===== src/rtl/soft_timer_table_unit_defines.svh =====
// Assertion macros shared by the timer table RTL.
`ifndef SOFT_TIMER_TABLE_UNIT_DEFINES_SVH
`define SOFT_TIMER_TABLE_UNIT_DEFINES_SVH

`ifndef ASSERT_OFF
// Property must hold at every clock edge outside reset.
`define STT_ASSERT(name, clk, rstn, prop, msg) \
    name: assert property (@(posedge clk) disable iff (!rstn) (prop)) else $error(msg);
// Expression must never be true outside reset.
`define STT_NEVER(name, clk, rstn, expr, msg) \
    `STT_ASSERT(name, clk, rstn, !(expr), msg)
`else
`define STT_ASSERT(name, clk, rstn, prop, msg)
`define STT_NEVER(name, clk, rstn, expr, msg)
`endif

`endif


===== src/rtl/stt_pkg.sv =====
// Types, codes and constants of the timer table.
`timescale 1ns / 1ps

package stt_pkg;

    localparam int NUM_TIMERS_DEF = 16;
    localparam logic [31:0] MS_WRAP_LIMIT = 32'd1000;
    localparam logic [15:0] CNT_MAX = 16'hFFFF;

    typedef enum logic [2:0] {
        ACT_TICK    = 3'd0,
        ACT_SET     = 3'd1,
        ACT_KILL    = 3'd2,
        ACT_CLEAR   = 3'd3,
        ACT_SERVICE = 3'd4
    } t_action;

    typedef enum logic [1:0] {
        ST_OK         = 2'd0,
        ST_BAD_ID     = 2'd1,
        ST_ACTIVE     = 2'd2,
        ST_NO_HANDLER = 2'd3
    } t_status;

    typedef enum logic {
        S_IDLE = 1'b0,
        S_SCAN = 1'b1
    } t_state;

    // Controller to datapath commands
    typedef struct packed {
        logic tick;
        logic set;
        logic kill;
        logic clr;
        logic svc;       // snapshot expiries, wrap ms count
        logic load_exp;  // emit expiry result for the scan index
    } t_dp_cmd;

    // Datapath to controller status
    typedef struct packed {
        logic out_free;  // output register can take a result
        logic any_exp;   // some active slot has expired now
        logic cur_bit;   // pending expiry at the scan index
        logic last_bit;  // that expiry is the only one left
    } t_dp_stat;

endpackage


===== src/rtl/stt_dp.sv =====
// Timer table datapath: slot lanes, ms count, expiry flags, output register.
`timescale 1ns / 1ps
`include "soft_timer_table_unit_defines.svh"

module stt_dp
    import stt_pkg::*;
#(
    parameter int NUM_TIMERS = NUM_TIMERS_DEF,
    localparam int IW = (NUM_TIMERS > 1) ? $clog2(NUM_TIMERS) : 1
) (
    input  logic                   i_clk,
    input  logic                   i_rst_n,
    input  t_dp_cmd                i_cmd,
    input  logic [IW-1:0]          i_idx,
    output t_dp_stat               o_stat,
    input  logic [7:0]             i_timer_id,
    input  logic [15:0]            i_period,
    input  logic                   i_handler_present,
    input  logic                   i_stall,
    output logic                   o_valid,
    output logic [1:0]             o_status,
    output logic [7:0]             o_echo_id,
    output logic                   o_expired_valid,
    output logic [7:0]             o_expired_id,
    output logic                   o_last,
    output logic [31:0]            o_ms_now
);

    logic [NUM_TIMERS-1:0] r_active, n_active;
    logic [15:0]           r_period [NUM_TIMERS];
    logic [15:0]           n_period [NUM_TIMERS];
    logic [15:0]           r_count  [NUM_TIMERS];
    logic [15:0]           n_count  [NUM_TIMERS];
    logic [31:0]           r_ms, n_ms;
    logic [NUM_TIMERS-1:0] r_flags, n_flags;

    logic                  r_valid, n_valid;
    t_status               r_status, n_status;
    logic [7:0]            r_echo, n_echo;
    logic                  r_exp_valid, n_exp_valid;
    logic [7:0]            r_exp_id, n_exp_id;
    logic                  r_last, n_last;
    logic [31:0]           r_ms_now, n_ms_now;

    logic                  w_id_ok;
    logic [IW-1:0]         w_sel;
    logic                  w_sel_active;
    logic                  w_do_set;
    t_status               w_set_status;
    logic [NUM_TIMERS-1:0] w_exp;
    logic [NUM_TIMERS-1:0] w_idx_bit;
    logic [31:0]           w_ms_wrap;
    logic                  w_out_free;
    logic                  w_load;

    // Id decode and set checks
    assign w_id_ok      = (i_timer_id != 8'd0) && (i_timer_id <= 8'(NUM_TIMERS));
    assign w_sel        = IW'(i_timer_id - 8'd1);
    assign w_sel_active = r_active[w_sel];
    assign w_do_set     = i_cmd.set && w_id_ok && !w_sel_active && i_handler_present;

    always_comb begin
        priority if (!w_id_ok) begin
            w_set_status = ST_BAD_ID;
        end else if (w_sel_active) begin
            w_set_status = ST_ACTIVE;
        end else if (!i_handler_present) begin
            w_set_status = ST_NO_HANDLER;
        end else begin
            w_set_status = ST_OK;
        end
    end

    // Per-lane expiry compare
    always_comb begin
        for (int i = 0; i < NUM_TIMERS; i++) begin
            w_exp[i] = r_active[i] && (r_count[i] >= r_period[i]);
        end
    end

    assign w_ms_wrap = (r_ms > MS_WRAP_LIMIT) ? 32'd0 : r_ms;
    assign w_idx_bit = NUM_TIMERS'(1) << i_idx;

    assign o_stat.out_free = w_out_free;
    assign o_stat.any_exp  = |w_exp;
    assign o_stat.cur_bit  = r_flags[i_idx];
    assign o_stat.last_bit = ((r_flags & ~w_idx_bit) == '0);

    // Slot lanes, ms count and pending flags
    always_comb begin
        n_active = r_active;
        n_period = r_period;
        n_count  = r_count;
        n_ms     = r_ms;
        n_flags  = r_flags;
        for (int i = 0; i < NUM_TIMERS; i++) begin
            if (i_cmd.tick && r_count[i] != CNT_MAX) begin
                n_count[i] = r_count[i] + 16'd1;
            end
            if (w_id_ok && i_timer_id == 8'(i + 1)) begin
                if (w_do_set) begin
                    n_active[i] = 1'b1;
                    n_period[i] = i_period;
                    n_count[i]  = 16'd0;
                end
                if (i_cmd.kill) begin
                    n_active[i] = 1'b0;
                    n_period[i] = 16'd0;
                    n_count[i]  = 16'd0;
                end
                if (i_cmd.clr) begin
                    n_count[i] = 16'd0;
                end
            end
            if (i_cmd.svc && w_exp[i]) begin
                n_count[i] = 16'd0;
            end
        end
        if (i_cmd.tick) begin
            n_ms = r_ms + 32'd1;
        end
        if (i_cmd.svc) begin
            n_ms    = w_ms_wrap;
            n_flags = w_exp;
        end
        if (i_cmd.load_exp) begin
            n_flags = r_flags & ~w_idx_bit;
        end
    end

    // Output register
    assign w_out_free = !r_valid || !i_stall;
    assign w_load     = i_cmd.set || i_cmd.kill || i_cmd.clr || i_cmd.load_exp
                        || (i_cmd.svc && !(|w_exp));

    always_comb begin
        n_valid     = r_valid && i_stall;
        n_status    = r_status;
        n_echo      = r_echo;
        n_exp_valid = r_exp_valid;
        n_exp_id    = r_exp_id;
        n_last      = r_last;
        n_ms_now    = r_ms_now;
        if (w_load) begin
            n_valid     = 1'b1;
            n_status    = ST_OK;
            n_echo      = 8'd0;
            n_exp_valid = 1'b0;
            n_exp_id    = 8'd0;
            n_last      = 1'b1;
            n_ms_now    = r_ms + 32'd1;
            if (i_cmd.set) begin
                n_status = w_set_status;
                n_echo   = (w_set_status == ST_OK) ? i_timer_id : 8'd0;
            end
            if (i_cmd.kill) begin
                n_status = w_id_ok ? ST_OK : ST_BAD_ID;
            end
            if (i_cmd.clr) begin
                n_status = w_id_ok ? ST_OK : ST_BAD_ID;
                n_echo   = w_id_ok ? i_timer_id : 8'd0;
            end
            if (i_cmd.svc) begin
                n_ms_now = w_ms_wrap + 32'd1;
            end
            if (i_cmd.load_exp) begin
                n_exp_valid = 1'b1;
                n_exp_id    = 8'(i_idx) + 8'd1;
                n_last      = o_stat.last_bit;
            end
        end
    end

    always_ff @(posedge i_clk) begin
        if (!i_rst_n) begin
            r_active <= '0;
            r_ms     <= 32'd0;
            r_flags  <= '0;
            r_valid  <= 1'b0;
            for (int i = 0; i < NUM_TIMERS; i++) begin
                r_period[i] <= 16'd0;
                r_count[i]  <= 16'd0;
            end
        end else begin
            r_active <= n_active;
            r_ms     <= n_ms;
            r_flags  <= n_flags;
            r_valid  <= n_valid;
            r_period <= n_period;
            r_count  <= n_count;
        end
    end

    always_ff @(posedge i_clk) begin
        r_status    <= n_status;
        r_echo      <= n_echo;
        r_exp_valid <= n_exp_valid;
        r_exp_id    <= n_exp_id;
        r_last      <= n_last;
        r_ms_now    <= n_ms_now;
    end

    assign o_valid         = r_valid;
    assign o_status        = r_status;
    assign o_echo_id       = r_echo;
    assign o_expired_valid = r_exp_valid;
    assign o_expired_id    = r_exp_id;
    assign o_last          = r_last;
    assign o_ms_now        = r_ms_now;

    // A result is only loaded into a free output register
    `STT_ASSERT(a_load_free, i_clk, i_rst_n, w_load |-> w_out_free, "load into busy output")
    // Pending expiries belong to active slots only
    `STT_NEVER(a_flag_active, i_clk, i_rst_n, |(r_flags & ~r_active), "flag on idle slot")

endmodule


===== src/rtl/stt_ctrl.sv =====
// Timer table controller: request decode and expiry scan sequencer.
`timescale 1ns / 1ps
`include "soft_timer_table_unit_defines.svh"

module stt_ctrl
    import stt_pkg::*;
#(
    parameter int NUM_TIMERS = NUM_TIMERS_DEF,
    localparam int IW = (NUM_TIMERS > 1) ? $clog2(NUM_TIMERS) : 1
) (
    input  logic          i_clk,
    input  logic          i_rst_n,
    input  logic          i_valid,
    input  logic [2:0]    i_action,
    output logic          o_stall,
    input  t_dp_stat      i_stat,
    output t_dp_cmd       o_cmd,
    output logic [IW-1:0] o_idx
);

    t_state        r_state, n_state;
    logic [IW-1:0] r_idx, n_idx;

    always_ff @(posedge i_clk) begin
        if (!i_rst_n) begin
            r_state <= S_IDLE;
            r_idx   <= '0;
        end else begin
            r_state <= n_state;
            r_idx   <= n_idx;
        end
    end

    // Next state and commands
    always_comb begin
        n_state = r_state;
        n_idx   = r_idx;
        o_cmd   = '0;
        o_stall = 1'b1;
        unique case (r_state)
            S_IDLE: begin
                o_stall = !i_stat.out_free;
                if (i_valid && i_stat.out_free) begin
                    unique case (t_action'(i_action))
                        ACT_TICK:  o_cmd.tick = 1'b1;
                        ACT_SET:   o_cmd.set  = 1'b1;
                        ACT_KILL:  o_cmd.kill = 1'b1;
                        ACT_CLEAR: o_cmd.clr  = 1'b1;
                        ACT_SERVICE: begin
                            o_cmd.svc = 1'b1;
                            if (i_stat.any_exp) begin
                                n_state = S_SCAN;
                                n_idx   = '0;
                            end
                        end
                        default: ;
                    endcase
                end
            end
            S_SCAN: begin
                // one slot per cycle; hold on a pending expiry until output frees
                if (i_stat.cur_bit) begin
                    if (i_stat.out_free) begin
                        o_cmd.load_exp = 1'b1;
                        n_idx = r_idx + IW'(1);
                        if (i_stat.last_bit) begin
                            n_state = S_IDLE;
                        end
                    end
                end else begin
                    n_idx = r_idx + IW'(1);
                end
            end
            default: n_state = S_IDLE;
        endcase
    end

    assign o_idx = r_idx;

    // Expiry results come only from a pending slot during a scan
    `STT_ASSERT(a_exp_pending, i_clk, i_rst_n, o_cmd.load_exp |-> (r_state == S_SCAN && i_stat.cur_bit), "expiry without pending slot")
    // A scan ends only on its final expiry result
    `STT_ASSERT(a_scan_end, i_clk, i_rst_n, (r_state == S_SCAN && n_state == S_IDLE) |-> (o_cmd.load_exp && i_stat.last_bit), "scan ended early")

endmodule


===== src/rtl/soft_timer_table_unit.sv =====
// Channel   | dir | handshake          | payload
// request   | in  | i_valid / o_stall  | i_action, i_timer_id, i_period, i_handler_present
// result    | out | o_valid / i_stall  | o_status, o_echo_id, o_expired_valid, o_expired_id,
//           |     |                    | o_last, o_ms_now
//
// Set, kill and clear place their result in the output register; tick gives no result.
// Service with no expired slot loads its result; otherwise the scan sequencer walks the
// slots up to the last expired one (at most NUM_TIMERS), one slot per cycle when not stalled.
// A stalled result holds the output register; the scan waits, and requests stall.
// Synchronous active-low reset clears all slots and the ms count.
`timescale 1ns / 1ps

module soft_timer_table_unit
    import stt_pkg::*;
#(
    parameter int NUM_TIMERS = NUM_TIMERS_DEF
) (
    input  logic        i_clk,
    input  logic        i_rst_n,
    input  logic        i_valid,
    output logic        o_stall,
    input  logic [2:0]  i_action,
    input  logic [7:0]  i_timer_id,
    input  logic [15:0] i_period,
    input  logic        i_handler_present,
    output logic        o_valid,
    input  logic        i_stall,
    output logic [1:0]  o_status,
    output logic [7:0]  o_echo_id,
    output logic        o_expired_valid,
    output logic [7:0]  o_expired_id,
    output logic        o_last,
    output logic [31:0] o_ms_now
);

    localparam int IW = (NUM_TIMERS > 1) ? $clog2(NUM_TIMERS) : 1;

    t_dp_cmd       w_cmd;
    t_dp_stat      w_stat;
    logic [IW-1:0] w_idx;

    stt_ctrl #(
        .NUM_TIMERS (NUM_TIMERS)
    ) u_ctrl (
        .i_clk    (i_clk),
        .i_rst_n  (i_rst_n),
        .i_valid  (i_valid),
        .i_action (i_action),
        .o_stall  (o_stall),
        .i_stat   (w_stat),
        .o_cmd    (w_cmd),
        .o_idx    (w_idx)
    );

    stt_dp #(
        .NUM_TIMERS (NUM_TIMERS)
    ) u_dp (
        .i_clk             (i_clk),
        .i_rst_n           (i_rst_n),
        .i_cmd             (w_cmd),
        .i_idx             (w_idx),
        .o_stat            (w_stat),
        .i_timer_id        (i_timer_id),
        .i_period          (i_period),
        .i_handler_present (i_handler_present),
        .i_stall           (i_stall),
        .o_valid           (o_valid),
        .o_status          (o_status),
        .o_echo_id         (o_echo_id),
        .o_expired_valid   (o_expired_valid),
        .o_expired_id      (o_expired_id),
        .o_last            (o_last),
        .o_ms_now          (o_ms_now)
    );

endmodule

===== config.mk =====
export PLATFORM = sky130hd
export DESIGN_NAME = soft_timer_table_unit
export DESIGN_NICKNAME = d
export VERILOG_FILES = /design/src/rtl/stt_pkg.sv /design/src/rtl/stt_dp.sv /design/src/rtl/stt_ctrl.sv /design/src/rtl/soft_timer_table_unit.sv
export VERILOG_INCLUDE_DIRS = /design/src /design/src/rtl
export SDC_FILE = /design/constraint.sdc
export NUM_CORES = 2
export LEC_CHECK = 0
export BUFFER_PORTS_ARGS = -buffer_cell sky130_fd_sc_hd__buf_2
export CAP_MARGIN = 20
export CORE_MARGIN = 2
export CORE_UTILIZATION = 55
export CTS_CLUSTER_DIAMETER = 30
export DETAILED_ROUTE_END_ITERATION = 7
export HOLD_SLACK_MARGIN = 0.15
export PLACE_DENSITY = 0.72
export SLEW_MARGIN = 20
export SYNTH_ARGS = -nofsm -noshare
export SYNTH_HDL_FRONTEND = slang
export SYNTH_SLANG_ARGS = --single-unit

===== constraint.sdc =====
create_clock -name i_clk -period 7.9 [get_ports i_clk]
set_input_delay 1.58 -clock i_clk [delete_from_list [all_inputs] [get_ports i_clk]]
set_output_delay 1.58 -clock i_clk [all_outputs]
set_load 0.01 [all_outputs]

# [Word-level counts from Yosys, hierarchy flattened]
# Cells that the tools add are included.
# W data, S select, Z words.
[word_totals] regBits=634 out_inout_bits=54 wordCells=398
[classes] add_sub_neg=21 order_cmp=20 eq_ne=40 n_shift=1 muxes=131 bitwise_logic=4 reduce_logical=122
[op_table] cell="$mux W16" count=84
[op_table] cell="$add A16 B1 Y16 const B" count=16
[op_table] cell="$ge A16 B16 Y1" count=16
[op_table] cell="$ne A16 B16 Y1 const B" count=16
[op_table] cell="$mux W32" count=4
[op_table] cell="$logic_and A1 B1 Y1" count=71
[op_table] cell="$add A32 B1 Y32 const B" count=2
[op_table] cell="$eq A8 B4 Y1 const B" count=8
[op_table] cell="$eq A8 B3 Y1 const B" count=4
[op_table] cell="$gt A32 B10 Y1 const B" count=1
[op_table] cell="$mux W8" count=4
[op_table] cell="$reduce_and A2 Y1" count=16
[op_table] cell="$reduce_or A2 Y1" count=16
[op_table] cell="$mux W1" count=22
[op_table] cell="$mux W4" count=5
[op_table] cell="$and A16 B16 Y16" count=1
[op_table] cell="$eq A8 B2 Y1 const B" count=2
[op_table] cell="$logic_not A16 Y1" count=1
[op_table] cell="$not A16 Y16" count=1
[op_table] cell="$reduce_or A16 Y1" count=1
[op_table] cell="$shl A1 B4 Y16 const A" count=1
[op_table] cell="$mux W2" count=6
[op_table] cell="$lt A4 B5 Y1 const B" count=2
[op_table] cell="$mux W5" count=2
[op_table] cell="23 further kinds" count=37

# [Depth between registers and ports, before layout]
[depth] depth_word=12 ltp_mapped=15 depth_no_buf=12

# [Modules after synthesis]
# From an unflattened synthesis, not the netlist that was laid out.
[unflattened] hier_cells=3811 hier_area_um2=32203.4
[by_module_without_submodules] mod="stt_dp" instances=1 cells_each=3773 area_per_inst_um2=31885.6 seq_area_each_um2=13022.5
[by_module_without_submodules] mod="stt_ctrl" instances=1 cells_each=38 area_per_inst_um2=317.8 seq_area_each_um2=100.1

# [Worst setup path after synthesis]
# No wires, ideal clock.
[synth_path] path_kind="input to register" startpoint="input port i_action[1]" endpoint="register u_dp.r_echo[0] (netlist: u_dp.o_echo_id[0]), enable pin" setup_time_ns=0.523 arrival_time_ns=6.493 required_ns=7.377 path_slack_ns=0.883 cell_stages=8 cell_sequence="clkbuf_1 -> nor2_1 -> nand4_1 -> or2_2 -> clkbuf_1 -> clkbuf_1 -> clkbuf_1 -> o21ai_0"
[synth_between] elab_chain_len=8 elab_cells_between_ends=15 cone_classes="4 x eq/ne; 6 x mux; 5 x reduce/logical"
[synth_rtl] item="start: declaration" line="soft_timer_table_unit.sv:22" rtl="input logic [2:0] i_action,"
[synth_rtl] item="$eq A3 B1 Y1 or $eq A3 B2 Y1 (tied branches)" line="stt_ctrl.sv:44" rtl="unique case (t_action'(i_action))"
[synth_rtl] item="$mux W1" line="stt_ctrl.sv:44"
[synth_rtl] item="$mux W5 *" line="stt_ctrl.sv:43" rtl="if (i_valid && i_stat.out_free) begin"
[synth_rtl] item="$mux W5 *" line="stt_ctrl.sv:40" rtl="unique case (r_state)"
[synth_rtl] item="$logic_or A1 B1 Y1 (3 in series)" line="stt_dp.sv:133" rtl="assign w_load = i_cmd.set || i_cmd.kill || i_cmd.clr || i_cmd.load_exp"
[synth_rtl] item="$logic_or A1 B1 Y1 *" line="stt_dp.sv:134" rtl="|| (i_cmd.svc && !(|w_exp));"
[synth_rtl] item="named net u_dp.w_load" line="stt_dp.sv:54" rtl="logic w_load;"
[synth_rtl] item="end signal: assignment" line="stt_dp.sv:196" rtl="r_echo <= n_echo;"
[synth_rtl] item="end: declaration" line="stt_dp.sv:39" rtl="logic [7:0] r_echo, n_echo;"
# Mark *: on every way through the listed nets, which the timed path passes. The rest lies on a longest branch.
# A chain may end at the register's enable or synchronous reset.

# [Final worst setup path]
[layout_path] startpoint="input port i_timer_id[0]" endpoint="register u_dp.r_period[193] (netlist name)"
[layout_between] elab_chain_len=8 elab_cells_between_ends=14 cone_classes="1 x add/sub; 1 x order compare; 1 x eq/ne; 2 x mux; 9 x reduce/logical"
[layout_rtl] item="start: declaration" line="soft_timer_table_unit.sv:23" rtl="input logic [7:0] i_timer_id,"
[layout_rtl] item="$sub A4 B1 Y4" line="stt_dp.sv:58" rtl="assign w_sel = IW'(i_timer_id - 8'd1);"
[layout_rtl] item="$bmux W1 S4" line="stt_dp.sv:59" rtl="assign w_sel_active = r_active[w_sel];"
[layout_rtl] item="$mux W1 (not written as such)" line="stt_dp.sv:59"
[layout_rtl] item="$logic_not A1 Y1" line="stt_dp.sv:60" rtl="assign w_do_set = i_cmd.set && w_id_ok && !w_sel_active && i_handler_present;"
[layout_rtl] item="$logic_and A1 B1 Y1 (2 in series)" line="stt_dp.sv:60"
[layout_rtl] item="$reduce_bool A2 Y1 (no source line)"
[layout_rtl] item="$reduce_and A2 Y1 (no source line) *"
[layout_rtl] item="end signal: assignment" line="stt_dp.sv:189" rtl="r_period <= n_period;"
[layout_rtl] item="end: declaration" line="stt_dp.sv:30" rtl="logic [15:0] r_period [NUM_TIMERS];"
# Every way passes the cells marked *; elsewhere a longest branch is shown, timed or not. The select of a mux whose other input is x is not followed.

==> flow_summary.toml <==
[critical_path]
arrival_ps = 5920
cp.depth = 12
crit_path_start = "i_timer_id[0]"
cp_common_cell = "nand3_1"
crit_required_ps = 8430
cp_max_fo = 32
crit_family = "simple AND/OR/NAND/NOR gates"
crit_slowest_cell = "nand3_1"
path_buf_inv = 2
start_kind = "primary input"
r2r_start = "u_dp.r_count[208]$_SDFF_PP0_"
worstPathCellList = "buf_2 -> inv_1 -> ha_1 -> nor3b_1 -> xnor2_1 -> and2_1 -> nand3_1 -> nor3_4 -> or2_1 -> nand3_1 -> nand3_1 -> o21ai_0"
critPathCapture = "u_dp.r_period[193]$_SDFFE_PN0P_"
reg2reg_slack_ps = 3690
reg2reg_to = "u_dp.o_expired_id[0]$_SDFFCE_PN0P_"
max_stage_delay_ps = 900
worstSetupPathType = "in2reg"
reg2reg_depth = 12
cp-end-kind = "flip-flop"

[yosys]
yosysTopAreaCellShare_pct = 36.6
synth.cell_area_um2 = 31900
synth.largest_area_cell = "dfxtp_1"
synthCells = 3783
synthFlopType = "dfxtp_1"
yosys_warnings = 0
synth_seq_cells = 631
ys_top_cells_by_area = "dfxtp_1 37%, ha_1 11%, nand3_1 6.5%"
synthArstFlopShare_pct = 0
syn_avg_cell_area_um2 = 8.42
ys_types = 70
seq_area_frac_synth_pct = 41.2
synth-edff-count = 49

[sta]
fmax_ghz = 0.185
hold_viol_final = 0
rsz0062_at_grt = "no"
setup_viol = 0
setup_tns_ps = 0
period_minus_slack_ps = 5390
min_period_over_period_pct = 68.2
skew_ps = 23.1
slew_violations = 0
maxSlewHeadroom_pct = 29.9
tightest_slew_ps = 1050
setup_slack_ps = 2510

[clock_network]
cts_hold_buffers = 0
htreeDepth = 4
cts-root-buf = "clkbuf_16"
cts_resized = 0
cts_buffers = 135
path_clk_slew_ps = 50
tritoncts = "done"
clock_latency_ps = 710
cts_setup_buffers = 0
cts_sinks = 631
ctsLongestPathBuffers = 3

[cells_and_area]
area_growth_pct = 18.0
insertedDiodeCount = 0
multi_input_area_um2 = 16800
fin_nets = 4173
drive_gt1_share_pct = 9.68
fin_cells = 4733
fillers = 4604
area.sequential_um2 = 13100

[die]
io_pins = 86
rows = 88
fp.dieW_um = 245
dieHeight_um = 245
start_util_pct = 55.5
core_area_um2 = 57500
dieArea_um2 = 59900

[drt]
dr.pass1.iters = 5
vias_per_cell = 5.65
wl_per_cell_um = 16.9
antenna_left = 0
drc = 0
routed-via-count = 26700
drt_wl_total_um = 79900
dr.first_iter.drc_count = 2008

[global_routing]
grt.total_usage_pct = 26.6
grt_pass1_vias = 24800
antenna_found_initial = 0
grt_start_max_net_pins = 202
grt_pass1_wl_um = 128000
grt.overflow.total = 0

[power_and_ir_drop]
max-vdd-ir-drop_mv = 0.257
leakage_nw = 14.3
power_density_nw_per_um2 = 253

[placed_design]
dp_cells = 4483
io_buffers = 82
hpwl_um = 50200
gp_congestion = 0.916
post-place-ws_ps = 2030

[min_path]
hp-class = "reg2reg"
hold_start = "u_dp.r_period[179]$_SDFFE_PN0P_"

[run_status]
status = "complete, no violations"

[run]
cap_violations = 0
-- cell usage in the layout, fill, tap and decap left out, types with 14 or more instances in the layout --
| cell | Yosys | final |
|---|---|---|
| a21oi_1 | 194 | 194 |
| a31oi_1 | 21 | 21 |
| and2_1 | 25 | 25 |
| and3_1 | 61 | 61 |
| and4_1 | 26 | 26 |
| buf_2 | 32 | 81 |
| buf_4 | 14 | 27 |
| bufinv_16 | 0 | 20 |
| clkbuf_1 | 99 | 14 |
| clkbuf_16 | 0 | 143 |
| clkbuf_8 | 0 | 18 |
| clkinv_2 | 0 | 18 |
| dfxtp_1 | 582 | 582 |
| edfxtp_1 | 49 | 49 |
| ha_1 | 286 | 286 |
| inv_1 | 308 | 308 |
| mux2i_1 | 18 | 18 |
| nand2_1 | 234 | 234 |
| nand2b_1 | 23 | 23 |
| nand3_1 | 415 | 415 |
| nand4_1 | 110 | 110 |
| nor2_1 | 384 | 382 |
| nor3_1 | 45 | 44 |
| o21ai_0 | 259 | 258 |
| o21ai_1 | 102 | 102 |
| or3_1 | 44 | 44 |
| xnor2_1 | 95 | 95 |
| xor2_1 | 140 | 140 |
-- flip-flops by register name, summed over array words and instances, names as in the netlist --
name / cells
u_ctrl.o_idx: 4
u_ctrl.r_state: 1
u_dp.o_echo_id: 8
u_dp.o_expired_id: 5
u_dp.o_expired_valid: 1
u_dp.o_last: 1
u_dp.o_ms_now: 32
u_dp.o_status: 2
u_dp.o_valid: 1
u_dp.r_active: 16
u_dp.r_count: 256
u_dp.r_flags: 16
u_dp.r_ms: 32
u_dp.r_period: 256
-- kinds of logic (layout without fill, tap and decap cells) --
kind of cell | Yosys count | in the layout | share of synthesized area, %
xor gates and xnor gates | 235 | 235 | 6.46
buffers and inverters | 490 | 670 | 6.16
muxes | 29 | 29 | 1.27
AOI/OAI and AO/OA | 684 | 684 | 11.9
other | 1 | 6 | 0.0118
DFF | 631 | 631 | 41.2
adders and majority gates | 286 | 286 | 11.2
and+or+nand+nor | 1427 | 1427 | 21.8
-- worst min path at each step --
stage	end	cells after the start	slack [ps]
after floorplan	u_dp.r_period[145]$_SDFFE_PN0P_	2	440
after global placement	u_dp.r_period[182]$_SDFFE_PN0P_	2	450
after detailed placement	u_dp.r_period[171]$_SDFFE_PN0P_	2	450
after CTS	u_dp.r_period[51]$_SDFFE_PN0P_	2	460
after global routing	u_dp.r_period[44]$_SDFFE_PN0P_	2	480
final	u_dp.r_period[179]$_SDFFE_PN0P_	2	460
-- Yosys cell counts (23+ instances only) --
master and n:
nand2b_1 23, dfxtp_1 582, nand4_1 110, o21ai_0 259, o21ai_1 102, and3_1 61
xnor2_1 95, buf_1 31, nor2_1 384, and2_1 25, clkbuf_1 99, ha_1 286
and4_1 26, inv_1 308, or3_1 44, nand3_1 415, edfxtp_1 49, a21oi_1 194
nand2_1 234, buf_2 32, nor3_1 45, xor2_1 140
-- where the power goes --
part / internal [W] / leakage (nW) / switching [W] / total (W)
Combinational: 0.0000567 / 6.74 / 0.000192 / 0.000249
Sequential: 0.00325 / 5.15 / 0.0000171 / 0.00327
Clock: 0.00412 / 2.39 / 0.00187 / 0.00598
-- layout make-up --
class,instances,share of cell area [%]
Tap cell,765,2.54
Clock buffer,174,10.3
Sequential cell,631,34.9
Timing Repair Buffer,110,1.71
Inverter,310,3.09
Clock inverter,76,2.76
Multi-Input combinational cell,2667,44.7
-- worst reg2reg max path: stages (launching register included) --
cell and delay [ps]:
dfxtp_1 440, inv_1 80, ha_1 280, nand2b_1 140
a211o_1 280, a21oi_1 160, nor4_1 80, o41ai_1 680
nand3_1 140, nor4_1 470, nand2_1 330, o21ai_4 190
buf_4 510
-- layer usage --
layer / part of all wire [%] / GRT usage, % / vias up
li1: - / - / 13400
met1: 45 / 34.8 / 12500
met2: 46 / 43.4 / 744
met3: 6.0 / 5.50 / 161
met4: 2.7 / 9.63 / 0
met5: 0 / 0 / -
-- through the flow --
stage	power (W)	hold slack [ps]	util [%]	instance area, µm²
3_5_place_dp	0.00357	453	56.9	32700
4_1_cts	0.00956	459	65.4	37600
3_3_place_gp	0.00357	447	56.9	32700
6_report	0.00950	457	65.5	37600
5_1_grt	0.00974	481	65.5	37600
2_1_floorplan	0.00347	441	-	31900
No activity file was read; power rests on OpenSTA's default activity.
